==> src/glyph_quad_generator_defines.svh <==
// Assertion macros shared by the glyph quad generator sources.
// Define ASSERT_OFF to compile the checks away.
`ifndef GLYPH_QUAD_GENERATOR_DEFINES_SVH
`define GLYPH_QUAD_GENERATOR_DEFINES_SVH

`ifndef ASSERT_OFF

// Whenever ante holds, cons must hold in the same cycle.
`define ASSERT_IMPLY(label, clk, rst, ante, cons) \
  label: assert property (@(posedge clk) disable iff (rst) (ante) |-> (cons)) \
    else $error("glyph quad generator: same-cycle check failed");

// Whenever ante holds, cons must hold in the next cycle.
`define ASSERT_NEXT(label, clk, rst, ante, cons) \
  label: assert property (@(posedge clk) disable iff (rst) (ante) |=> (cons)) \
    else $error("glyph quad generator: next-cycle check failed");

`else

`define ASSERT_IMPLY(label, clk, rst, ante, cons)
`define ASSERT_NEXT(label, clk, rst, ante, cons)

`endif

`endif

==> src/gqg_pkg.sv <==
package gqg_pkg;

  // Fixed field widths.
  localparam int POS_W       = 20;
  localparam int TEX_W       = 13;
  localparam int ATLAS_W     = 12;
  localparam int CODE_W      = 8;
  localparam int CODE_SPAN   = 1 << CODE_W;
  // Exact positions before saturation: pen plus offset and size, each shifted
  // by at most eight fraction bits.
  localparam int WIDE_W      = 23;
  localparam int QUEUE_DEPTH = 4;
  localparam int QUEUE_PTR_W = $clog2(QUEUE_DEPTH);
  localparam int VERTS       = 6;

  // Operation codes.
  localparam logic OP_WRITE = 1'b0;
  localparam logic OP_PLACE = 1'b1;

  typedef logic signed [POS_W-1:0]  pos_t;
  typedef logic signed [WIDE_W-1:0] wide_t;

  localparam pos_t  POS_MAX   = pos_t'({1'b0, {(POS_W-1){1'b1}}});
  localparam pos_t  POS_MIN   = pos_t'({1'b1, {(POS_W-1){1'b0}}});
  localparam wide_t POS_MAX_W = wide_t'(POS_MAX);
  localparam wide_t POS_MIN_W = wide_t'(POS_MIN);

  // Input beat.
  typedef struct packed {
    logic                   op;
    logic [CODE_W-1:0]      char_code;
    logic                   first;
    pos_t                   start_x;
    pos_t                   start_y;
    logic [ATLAS_W-1:0]     atlas_x;
    logic [ATLAS_W-1:0]     atlas_y;
    logic [7:0]             glyph_width;
    logic [7:0]             glyph_height;
    logic signed [7:0]      offset_x;
    logic signed [7:0]      offset_y;
    logic [7:0]             advance;
  } in_t;

  // Output beat.
  typedef struct packed {
    pos_t             pos_x;
    pos_t             pos_y;
    logic [TEX_W-1:0] tex_u;
    logic [TEX_W-1:0] tex_v;
    logic             missing;
    logic             last;
  } out_t;

  // One glyph table entry, 64 bits.
  typedef struct packed {
    logic [ATLAS_W-1:0] ax;
    logic [ATLAS_W-1:0] ay;
    logic [7:0]         w;
    logic [7:0]         h;
    logic signed [7:0]  ox;
    logic signed [7:0]  oy;
    logic [7:0]         adv;
  } glyph_t;

  // One placed character handed from the front end to the vertex sequencer.
  typedef struct packed {
    logic               missing;
    wide_t              x0;
    wide_t              y0;
    logic [7:0]         w;
    logic [7:0]         h;
    logic [ATLAS_W-1:0] ax;
    logic [ATLAS_W-1:0] ay;
  } quad_t;

  // Clamp an exact position to the signed output range.
  function automatic pos_t sat_pos(input wide_t v);
    pos_t r;
    if (v > POS_MAX_W) begin
      r = POS_MAX;
    end else if (v < POS_MIN_W) begin
      r = POS_MIN;
    end else begin
      r = v[POS_W-1:0];
    end
    return r;
  endfunction

endpackage

==> src/gqg_queue.sv <==
`include "glyph_quad_generator_defines.svh"

module gqg_queue
  import gqg_pkg::*;
(
  input  logic  clk,
  input  logic  rst,
  input  logic  push_valid,
  output logic  push_ready,
  input  quad_t push_data,
  output logic  pop_valid,
  input  logic  pop_ready,
  output quad_t pop_data
);

  localparam logic [QUEUE_PTR_W:0] Full = (QUEUE_PTR_W + 1)'(QUEUE_DEPTH);

  quad_t                  slots [QUEUE_DEPTH];
  logic [QUEUE_PTR_W-1:0] wr_ptr;
  logic [QUEUE_PTR_W-1:0] rd_ptr;
  logic [QUEUE_PTR_W:0]   count;
  logic                   do_push;
  logic                   do_pop;

  assign push_ready = count != Full;
  assign pop_valid  = count != '0;
  assign pop_data   = slots[rd_ptr];
  assign do_push    = push_valid && push_ready;
  assign do_pop     = pop_valid && pop_ready;

  // Slot storage.
  always_ff @(posedge clk) begin
    if (do_push) begin
      slots[wr_ptr] <= push_data;
    end
  end

  // Pointers and fill count.
  always_ff @(posedge clk) begin
    if (rst) begin
      wr_ptr <= '0;
      rd_ptr <= '0;
      count  <= '0;
    end else begin
      if (do_push) begin
        wr_ptr <= wr_ptr + 1'b1;
      end
      if (do_pop) begin
        rd_ptr <= rd_ptr + 1'b1;
      end
      if (do_push && !do_pop) begin
        count <= count + 1'b1;
      end else if (do_pop && !do_push) begin
        count <= count - 1'b1;
      end
    end
  end

  `ASSERT_IMPLY(a_count_bound, clk, rst, 1'b1, count <= Full)
  `ASSERT_NEXT(a_count_up, clk, rst, do_push && !do_pop, count == $past(count) + 1'b1)
  `ASSERT_NEXT(a_count_down, clk, rst, do_pop && !do_push, count == $past(count) - 1'b1)

endmodule

==> config.mk <==
export PLATFORM = sky130hd
export DESIGN_NAME = gqg_queue
export DESIGN_NICKNAME = d
export VERILOG_FILES = /design/src/gqg_pkg.sv /design/src/gqg_queue.sv
export VERILOG_INCLUDE_DIRS = /design/src /design/src/src
export SDC_FILE = /design/constraint.sdc
export NUM_CORES = 1
export LEC_CHECK = 0
export BUFFER_PORTS_ARGS = -buffer_cell sky130_fd_sc_hd__buf_2
export CELL_PAD_IN_SITES_DETAIL_PLACEMENT = 1
export CELL_PAD_IN_SITES_GLOBAL_PLACEMENT = 2
export CORE_MARGIN = 2
export CORE_UTILIZATION = 41
export DETAILED_ROUTE_END_ITERATION = 12
export GPL_TIMING_DRIVEN = 0
export PLACE_DENSITY_LB_ADDON = 0.1
export RECOVER_POWER = 100
export SETUP_SLACK_MARGIN = 0.05
export SYNTH_ARGS = -nofsm -noshare
export SYNTH_HDL_FRONTEND = slang
export SYNTH_SLANG_ARGS = --single-unit
==> constraint.sdc <==
create_clock -name clk -period 3.1 [get_ports clk]
set_input_delay 0.155 -clock clk [delete_from_list [all_inputs] [get_ports clk]]
set_output_delay 0.155 -clock clk [all_outputs]
set_load 0.02 [all_outputs]
==> run metrics <==
antenna-violating nets left=0; outcome=finished, final reports clean; IO buf count=178; Die Wd=182 µm; placed inst area=between 10000 and 15000 µm²; ratio of cells with drive above 1 in the final layout=0.200; Worst R2R End=slots[3][3]$_DFFE_PP_; Final Cell Area=16300 µm²; HPWL after detailed placement=15800 µm; share of the synthesized area in the top cell type=0.803; starting density of the core=0.415; Placed Cells=between 1000 and 1500; top cells by area, synth=edfxtp_1 (80%), mux4_2 (15%), dfxtp_1 (1.4%), ha_1 (0.48%), buf_2 (0.38%); Syn Inst Count=between 500 and 600; hold depth=2; Yosys cell types=24; post-DR vias/cell=between 5 and 6; Die Span Y=182 µm; initial antenna violation count=0; worst endpoint data arrival time=2.72 ns; Clk Latency, worst-skew pair=~0.50 ns; register area=about 11000 µm²; layout net count=just over 900; setup_tns=0 ns; final period utilization=0.836; pin count of the biggest net entering global routing=47; P_leak=5.16 nW; GPL Wtd Cong=approximately 0.71; fmax=roughly 0.39 GHz; register-to-register setup slack=0.51 ns; PwrDens=between 800 and 900 nW/µm²; clock transition at the registers of the reported paths=~0.05 ns; core area=roughly 31000 µm²; final worst slack=roughly 0.51 ns; VDD IR-drop max=about 0.00037 V; Hold Fails Final Rpt=0; DR DRC count=0; CP startpoint kind=flop; number of global-route vias before repair=around 7100; Cell Count, Final, Fillers Out=1241; CTS tree=yes; post-synth net total=600; TritonCTS Buffers=38; grt total ovfl=0; synthesized cell area=approximately 13000 µm²; count of final max-slew check failures=0; post-synthesis sequential area ratio=0.816; Main synth FF type=edfxtp_1; RSZ-0062 raised after global routing=false; Slew headroom=0.509; Least-Margin Pin Slew=~0.74 ns; final wirelength=approximately 26000 µm; final core occ=0.520; count leader, synth=edfxtp_1; HP Class=input port to flop; # fillers=about 2900; Syn. warnings=0; Iter 0 DRT Violations=405; row cnt=between 60 and 70; Hold EP=count[0]$_SDFFE_PP0P_; Max clock buf depth=3; # IOs=between 150 and 200; H-tree depth=2; Tmin final=around 2.6 ns; ys async rst share=0; register bit total from synthesis=approximately 360; reg2reg start=count[0]$_SDFFE_PP0P_; Crit. End Element=flop; Mapped Avg Cell Area=between 20 and 30 µm²; first-pass iteration count of the detailed router=4; die footprint=~33000 µm²; worst-path maximum fanout=37; root buf cell=clkbuf_16; first-pass GRT wire length=~40000 µm; worst slack at placement=approximately 0.74 ns; Commonest cells post-synth=edfxtp_1 (348), mux4_2 (87), buf_2 (10), dfxtp_1 (9), nor2_1 (8); CP required=about 3.2 ns; # setup viols final=0; Hold Path Origin=rst; FF-to-FF path depth=5; area grow syn2layout=25.4%; detailed-route wire length per cell=20.7 µm; Max Clock Skew=roughly 0.0074 ns; vias post-DR=around 6300; area occupied by multi-input gates=2240 µm²; cell taking the most area after synthesis=edfxtp_1; Setup Buffers After CTS=0; number of clock sinks=around 360; Post-synth EDFFs=348; Max-Cap Viols=0; WS Path Type=flop to flop; Antenna Cells=0; gr usage total=0.158
registers in the layout, summed over array words and instances (netlist names), named ones only:
register,flops
wr_ptr,2
count,3
rd_ptr,2
slots,348
cells by family (layout without fill, tap and decap cells):
kind of cell / count (synthesis) / count (layout) / share of synthesized area
buffers and inverters: 24 / 360 / 0.0123
adders and majority gates: 6 / 6 / 0.00634
muxes: 90 / 90 / 0.153
AOI/OAI and AO/OA: 5 / 5 / 0.00288
xor gates and xnor gates: 4 / 4 / 0.00269
DFF: 357 / 357 / 0.816
and+or+nand+nor: 17 / 17 / 0.00644
metrics by stage:
step | total power (W) | hold WS, ns
floorplan | 0.00848 | 0.254
global placement | 0.00956 | 0.363
detailed placement | 0.00967 | 0.373
CTS | 0.0139 | 0.0168
global route | 0.0141 | 0.0533
finish | 0.0135 | 0.0365
power by group:
part	total (W)	internal [W]	switching, W
logic	0.00342	0.00139	0.00203
clock network	0.00408	0.00240	0.00168
registers	0.00599	0.00586	0.000127
worst max-delay path, cell delays in order (launching register included):
cell,delay [ns]
dfxtp_1,0.46
nor2_1,0.11
a21boi_2,0.34
and2_4,0.44
buf_16,0.26
clkbuf_4,0.57
cell usage in the layout, fill, tap and decap left out, drive strengths merged:
cell type      n
edfxtp       348
clkbuf       232
mux4          87
dlygate4sd3   87
buf           25
clkinv        13
dfxtp          9
nor2           8
ha             5
and2           4
xor2           4
inv            3
or3            2
mux2i          2
nand2b         2
a21boi         1
nand2          1
o31ai          1
mux2           1
o311ai         1
o21ai          1
a21oi          1
fa             1
worst max path at each step:
stage / start / end / slack (ns) / depth (start not counted)
6_report: count[0]$_SDFFE_PP0P_ / slots[3][3]$_DFFE_PP_ / 0.51 / 5
5_1_grt: count[0]$_SDFFE_PP0P_ / slots[3][3]$_DFFE_PP_ / 0.32 / 5
4_1_cts: flop / pop_data[16] / 0.62 / 4
3_5_place_dp: count[0]$_SDFFE_PP0P_ / slots[0][43]$_DFFE_PP_ / 0.74 / 4
3_3_place_gp: count[0]$_SDFFE_PP0P_ / slots[0][49]$_DFFE_PP_ / -0.24 / 3
2_1_floorplan: count[0]$_SDFFE_PP0P_ / slots[0][0]$_DFFE_PP_ / 0.77 / 3
timing repair:
item,CTS,global route
endpoints found under the hold margin,348,0
gates resized for setup,0,0
hold buffers,87,0
per-layer routing:
| metal | routed length, µm | vias up | global-route usage |
|---|---|---|---|
| met1 | 10200 | 3278 | 0.193 |
| met2 | 13500 | 161 | 0.284 |
| met4 | 616 | 0 | 0.0452 |
| met5 | 0 | - | 0 |
| met3 | 1350 | 47 | 0.0349 |
| li1 | - | 2779 | - |
final cells by class:
| type | count | area share |
|---|---|---|
| tap | 402 | 0.0308 |
| timing repair buffer | 271 | 0.102 |
| inverter | 3 | 0.000689 |
| clock buffer | 52 | 0.0653 |
| sequential | 357 | 0.651 |
| clock inverter | 13 | 0.00375 |
| buffer | 21 | 0.00904 |
| multi-input combinational | 122 | 0.137 |
No activity file was read; power rests on OpenSTA's default activity.
