## src/glyph_quad_generator_defines.svh

```systemverilog
// Assertion macros shared by the glyph quad generator sources.
// Define ASSERT_OFF to compile the checks away.
`ifndef GLYPH_QUAD_GENERATOR_DEFINES_SVH
`define GLYPH_QUAD_GENERATOR_DEFINES_SVH

`ifndef ASSERT_OFF

// Whenever ante holds, cons must hold in the same cycle.
`define ASSERT_IMPLY(label, clk, rst, ante, cons) \
  label: assert property (@(posedge clk) disable iff (rst) (ante) |-> (cons)) \
    else $error("glyph quad generator: same-cycle check failed");

// Whenever ante holds, cons must hold in the next cycle.
`define ASSERT_NEXT(label, clk, rst, ante, cons) \
  label: assert property (@(posedge clk) disable iff (rst) (ante) |=> (cons)) \
    else $error("glyph quad generator: next-cycle check failed");

`else

`define ASSERT_IMPLY(label, clk, rst, ante, cons)
`define ASSERT_NEXT(label, clk, rst, ante, cons)

`endif

`endif

```

## src/gqg_pkg.sv

```systemverilog
package gqg_pkg;

  // Fixed field widths.
  localparam int POS_W       = 20;
  localparam int TEX_W       = 13;
  localparam int ATLAS_W     = 12;
  localparam int CODE_W      = 8;
  localparam int CODE_SPAN   = 1 << CODE_W;
  // Exact positions before saturation: pen plus offset and size, each shifted
  // by at most eight fraction bits.
  localparam int WIDE_W      = 23;
  localparam int QUEUE_DEPTH = 4;
  localparam int QUEUE_PTR_W = $clog2(QUEUE_DEPTH);
  localparam int VERTS       = 6;

  // Operation codes.
  localparam logic OP_WRITE = 1'b0;
  localparam logic OP_PLACE = 1'b1;

  typedef logic signed [POS_W-1:0]  pos_t;
  typedef logic signed [WIDE_W-1:0] wide_t;

  localparam pos_t  POS_MAX   = pos_t'({1'b0, {(POS_W-1){1'b1}}});
  localparam pos_t  POS_MIN   = pos_t'({1'b1, {(POS_W-1){1'b0}}});
  localparam wide_t POS_MAX_W = wide_t'(POS_MAX);
  localparam wide_t POS_MIN_W = wide_t'(POS_MIN);

  // Input beat.
  typedef struct packed {
    logic                   op;
    logic [CODE_W-1:0]      char_code;
    logic                   first;
    pos_t                   start_x;
    pos_t                   start_y;
    logic [ATLAS_W-1:0]     atlas_x;
    logic [ATLAS_W-1:0]     atlas_y;
    logic [7:0]             glyph_width;
    logic [7:0]             glyph_height;
    logic signed [7:0]      offset_x;
    logic signed [7:0]      offset_y;
    logic [7:0]             advance;
  } in_t;

  // Output beat.
  typedef struct packed {
    pos_t             pos_x;
    pos_t             pos_y;
    logic [TEX_W-1:0] tex_u;
    logic [TEX_W-1:0] tex_v;
    logic             missing;
    logic             last;
  } out_t;

  // One glyph table entry, 64 bits.
  typedef struct packed {
    logic [ATLAS_W-1:0] ax;
    logic [ATLAS_W-1:0] ay;
    logic [7:0]         w;
    logic [7:0]         h;
    logic signed [7:0]  ox;
    logic signed [7:0]  oy;
    logic [7:0]         adv;
  } glyph_t;

  // One placed character handed from the front end to the vertex sequencer.
  typedef struct packed {
    logic               missing;
    wide_t              x0;
    wide_t              y0;
    logic [7:0]         w;
    logic [7:0]         h;
    logic [ATLAS_W-1:0] ax;
    logic [ATLAS_W-1:0] ay;
  } quad_t;

  // Clamp an exact position to the signed output range.
  function automatic pos_t sat_pos(input wide_t v);
    pos_t r;
    if (v > POS_MAX_W) begin
      r = POS_MAX;
    end else if (v < POS_MIN_W) begin
      r = POS_MIN;
    end else begin
      r = v[POS_W-1:0];
    end
    return r;
  endfunction

endpackage

```

## src/gqg_back.sv

```systemverilog
`include "glyph_quad_generator_defines.svh"

module gqg_back
  import gqg_pkg::*;
#(
  parameter int FRAC_BITS = 4
) (
  input  logic  clk,
  input  logic  rst,
  input  logic  pop_valid,
  output logic  pop_ready,
  input  quad_t pop_data,
  output logic  out_valid,
  input  logic  out_ready,
  output out_t  out_data
);

  // Corner pattern of the vertex order a, b, c, a, c, d.
  localparam logic [VERTS-1:0] UseX1    = 6'b010110;
  localparam logic [VERTS-1:0] UseY1    = 6'b001011;
  localparam logic [2:0]       LastVert = 3'(VERTS - 1);

  logic             busy;
  logic [2:0]       k;
  logic             miss;
  pos_t             cx0;
  pos_t             cx1;
  pos_t             cy0;
  pos_t             cy1;
  logic [TEX_W-1:0] cu0;
  logic [TEX_W-1:0] cu1;
  logic [TEX_W-1:0] cv0;
  logic [TEX_W-1:0] cv1;
  logic             emit;
  logic             done;
  logic             load;
  wide_t            x1_wide;
  wide_t            y1_wide;
  out_t             vert;

  // A vertex goes out whenever the output register is free or draining.
  assign emit      = busy && (!out_valid || out_ready);
  assign done      = emit && (miss || (k == LastVert));
  assign pop_ready = !busy || done;
  assign load      = pop_valid && pop_ready;
  assign x1_wide   = pop_data.x0 + (wide_t'(pop_data.w) << FRAC_BITS);
  assign y1_wide   = pop_data.y0 + (wide_t'(pop_data.h) << FRAC_BITS);

  // Sequencer control: busy flag and vertex counter.
  always_ff @(posedge clk) begin
    if (rst) begin
      busy <= 1'b0;
      k    <= '0;
    end else begin
      if (load) begin
        busy <= 1'b1;
      end else if (done) begin
        busy <= 1'b0;
      end
      if (load || done) begin
        k <= '0;
      end else if (emit) begin
        k <= k + 1'b1;
      end
    end
  end

  // Saturated corners of the quad being emitted.
  always_ff @(posedge clk) begin
    if (load) begin
      miss <= pop_data.missing;
      cx0  <= sat_pos(pop_data.x0);
      cx1  <= sat_pos(x1_wide);
      cy0  <= sat_pos(pop_data.y0);
      cy1  <= sat_pos(y1_wide);
      cu0  <= TEX_W'(pop_data.ax);
      cu1  <= TEX_W'(pop_data.ax) + TEX_W'(pop_data.w);
      cv0  <= TEX_W'(pop_data.ay);
      cv1  <= TEX_W'(pop_data.ay) + TEX_W'(pop_data.h);
    end
  end

  // Current vertex, or the single marker beat for a missing glyph.
  always_comb begin
    if (miss) begin
      vert.pos_x   = '0;
      vert.pos_y   = '0;
      vert.tex_u   = '0;
      vert.tex_v   = '0;
      vert.missing = 1'b1;
      vert.last    = 1'b1;
    end else begin
      vert.pos_x   = UseX1[k] ? cx1 : cx0;
      vert.pos_y   = UseY1[k] ? cy1 : cy0;
      vert.tex_u   = UseX1[k] ? cu1 : cu0;
      vert.tex_v   = UseY1[k] ? cv1 : cv0;
      vert.missing = 1'b0;
      vert.last    = k == LastVert;
    end
  end

  // Output register.
  always_ff @(posedge clk) begin
    if (rst) begin
      out_valid <= 1'b0;
    end else if (emit) begin
      out_valid <= 1'b1;
    end else if (out_ready) begin
      out_valid <= 1'b0;
    end
  end

  always_ff @(posedge clk) begin
    if (emit) begin
      out_data <= vert;
    end
  end

  `ASSERT_IMPLY(a_count_range, clk, rst, busy, k <= LastVert)
  `ASSERT_IMPLY(a_miss_single, clk, rst, busy && miss, k == '0)
  `ASSERT_IMPLY(a_miss_last, clk, rst, out_valid && out_data.missing, out_data.last)
  `ASSERT_NEXT(a_stay_busy, clk, rst, emit && !done, busy && (k == $past(k) + 1'b1))

endmodule

```

## config.mk

```make
export PLATFORM = sky130hd
export DESIGN_NAME = gqg_back
export DESIGN_NICKNAME = d
export VERILOG_FILES = /design/src/gqg_pkg.sv /design/src/gqg_back.sv
export VERILOG_INCLUDE_DIRS = /design/src /design/src/src
export SDC_FILE = /design/constraint.sdc
export NUM_CORES = 1
export LEC_CHECK = 0
export CAP_MARGIN = 25
export CELL_PAD_IN_SITES_DETAIL_PLACEMENT = 1
export CELL_PAD_IN_SITES_GLOBAL_PLACEMENT = 2
export CORE_MARGIN = 1
export CORE_UTILIZATION = 43
export DETAILED_ROUTE_END_ITERATION = 6
export DONT_BUFFER_PORTS = 1
export PLACE_DENSITY_LB_ADDON = 0.3
export SYNTH_ARGS = -nofsm -noshare
export SYNTH_HDL_FRONTEND = slang
export SYNTH_SLANG_ARGS = --single-unit
```

## constraint.sdc

```tcl
create_clock -name clk -period 5.88 [get_ports clk]
set_clock_uncertainty 0.2 [all_clocks]
set_input_delay 1.176 -clock clk [delete_from_list [all_inputs] [get_ports clk]]
set_output_delay 1.176 -clock clk [all_outputs]
set_load 0.01 [all_outputs]
```

==> impl_results.md <==
- Largest fanout on the critical path: 19
- Pleak: 4.15 nW
- PortBufs: 0
- Worst endpoint data arrival time: 3.57 ns
- Largest stage delay on the critical path: 0.62 ns
- Most frequent cells in the layout: edfxtp_1, nor2_1, mux2i_1
- Post-Place Setup Slack: 1.78 ns
- Sw power: 0.842 mW
- Die Y: 154 um
- Number of max-cap violations: 0
- Seq/Total Area, Yosys: 61.5%
- Setup TNS: 0 ns
- Area contributors post-synth: edfxtp_1, mux2i_1, ha_1, nor2_1, xnor2_1
- Final period util: 60.5%
- Hold Fails Final Rpt: 0
- Area of the multi-input gates: 3580 um2
- Cells along the critical path: ha_1 > inv_1 > fa_1 > nor2b_1 > o31ai_2 > a211oi_2 > xor2_2 > a311o_1 > o21ai_0
- Fin crit period: 3.56 ns
- Post-CTS setup buffers: 0
- Global-route wire length before repair: 35200 um
- Cell taking the most area after synthesis: edfxtp_1
- Total CTS buffers: 23
- Die ar.: 23800 um2
- Setup repair after global routing missed its margin: no
- Clock Latency Late Sink: 0.50 ns
- Hold_sp: busy
- Clock slew seen by the registers of the worst setup and hold paths: 0.06 ns
- All-layer global routing usage: 19.0%
- CTS resizes: 0
- Pre-antenna DRT Iters: 4
- Relative slew slack: 46.0%
- Initial core utilization: 44.0%
- # fillers: 2282
- Startpoint Class: input pin
- CTS HTree Levels: 1
- I/O pins: 161
- Non-filler instance count after layout: 1069
- Clock Tree Root: clkbuf_16
- Synth cell types: 61
- Area of the mapped netlist: 9950 um2
- Most common cell after layout, fill and taps aside: edfxtp_1
- Inst Count DP: 1030
- Min-Delay Path Class: register to register
- Routed len/inst: 20.8 um
- YS warnings: 0
- Total Nets Final: 901
- Grt ovf: 0
- Max Slew Vio Count: 0
- R2R depth: 5
- Synth-to-layout area growth: 10.4%
- Reg power frac: 51.1%
- Synth async-reset ratio: 0%
- CP startpoint: pop_data[32]
- Avg Inst Size Synth: 13.0 um2
- Ant. Diodes: 0
- Fmax: 281 MHz
- Post-synthesis sequential element count: 206
- Vias/cell: 5.51
- Initial antenna violation count: 0
- ANT nets after route: 0
- Synth Instances: 768
- Clock Tree Buf Depth: 3
- Min setup slack post-route: 2.32 ns
- Syn nets: 898
- Post-layout util: 48.5%
- Int Power: 2.72 mW
- Clock sinks: 206
- Vias in the first global route: 6497
- Largest net degree at the start of global routing: 68
- Residual DRC count: 0
- Post-synth top area share: 60.0%
- Layout cells sized above 1: 7.78%
- Register area: 6120 um2
- Setup violations, final: 0
- Clk network pwr share: 37.8%
- Vias: 5890
- Row Count: 55
- EDFF count, synth: 199
- DR iter-0 viols: 235
- Gpl congestion: 0.804
- RR Startpoint: k[0]
- Status: completed
- Core ar.: 22600 um2
- Slowest CP cell: a311o_1
- Switching share of power: 23.6%
- Final WL: 22200 um
- Required @ worst endpoint: 5.89 ns
- CTS tree: done
- Logic pwr share: 11.1%
- Kind of critical path: input pin to register
- Main synth FF type: edfxtp_1
- Hold Buf Count CTS: 0
- Hold Crit Depth: 2
- Crit. End Element: register
- Peak VDD IR: 234 uV
- Power per cell area: 324 nW/um2
- Worst Tran Pin Value: 0.809 ns
- Die X: 154 um
- HPWL Detailed: 15700 um
[worst max-delay path, delay by kind of cell]
kind | cells | cell delay [ns]
AO/OA/AOI/OAI | 4 | 1.25
XOR/XNOR | 1 | 0.30
adder cells (fa/ha/maj) | 2 | 0.60
buffers and inverters | 1 | 0.07
AND/OR/NAND/NOR | 1 | 0.19
[synthesized netlist by cell type, types with 13 or more instances]
cell	count
edfxtp_1	199
nor2_1	90
mux2i_1	65
o21ai_0	40
ha_1	35
a21oi_1	34
inv_1	33
xnor2_1	31
o21a_1	28
a21o_1	26
clkbuf_1	25
nand2_1	25
xor2_1	18
nand3_1	13
[kinds of logic after synthesis]
family / Yosys count / share of synthesized area, %
flops: 206 / 61.5
simple gates: 176 / 8.21
compound gates: 167 / 11.3
mux: 67 / 6.76
buf+inv: 63 / 2.55
xor+xnor: 50 / 4.48
fa+ha+maj: 39 / 5.20
[state kept, by name (all words and copies together) (netlist names), named ones only]
| signal | count |
|---|---|
| cx1 | 20 |
| cx0 | 20 |
| k | 3 |
| cv0 | 12 |
| busy | 1 |
| cu0 | 12 |
| out_data | 68 |
| cu1 | 13 |
| cv1 | 13 |
| cy1 | 20 |
| miss | 1 |
| cy0 | 20 |
| out_valid | 1 |
[metal layers]
metal  share of wire [%]  vias up  track usage [%]
li1                    -     2837                -
met1                  37     2891             19.8
met2                  53      129             35.7
met3                 8.1       33             6.88
met4                 1.7        0             4.95
met5                   0        -                0
[power by group through the flow]
stage	logic [mW]	clock network, mW	registers [mW]
2_1_floorplan	0.310	0	1.84
3_3_place_gp	0.361	0	1.86
3_5_place_dp	0.387	0	1.86
4_1_cts	0.391	1.39	1.83
5_1_grt	0.444	1.43	1.83
6_report	0.395	1.35	1.82
[cell type report]
type                            count  share of cell area, %
Clock buffer                       26                   5.34
Inverter                           33                   1.14
Multi-Input combinational cell    499                   32.6
Sequential cell                   206                   55.7
Timing Repair Buffer                8                  0.889
Tap cell                          285                   3.25
Clock inverter                     12                   1.04
[worst paths after layout]
check / to / slack [ns]
setup / recovery: cx1[12] / 2.32
hold / removal: out_valid / 0.30
setup reg to reg: cu1[5] / 2.93
hold reg to reg: out_valid / 0.30
[through the flow]
stage,area (um2),total power [mW],hold slack (ns)
6_report,11000,3.56,0.298
5_1_grt,11000,3.71,0.331
3_3_place_gp,10200,2.22,0.257
3_5_place_dp,10300,2.25,0.283
2_1_floorplan,9950,2.15,0.250
4_1_cts,11000,3.61,0.293
(Power assumes the default switching activity.)
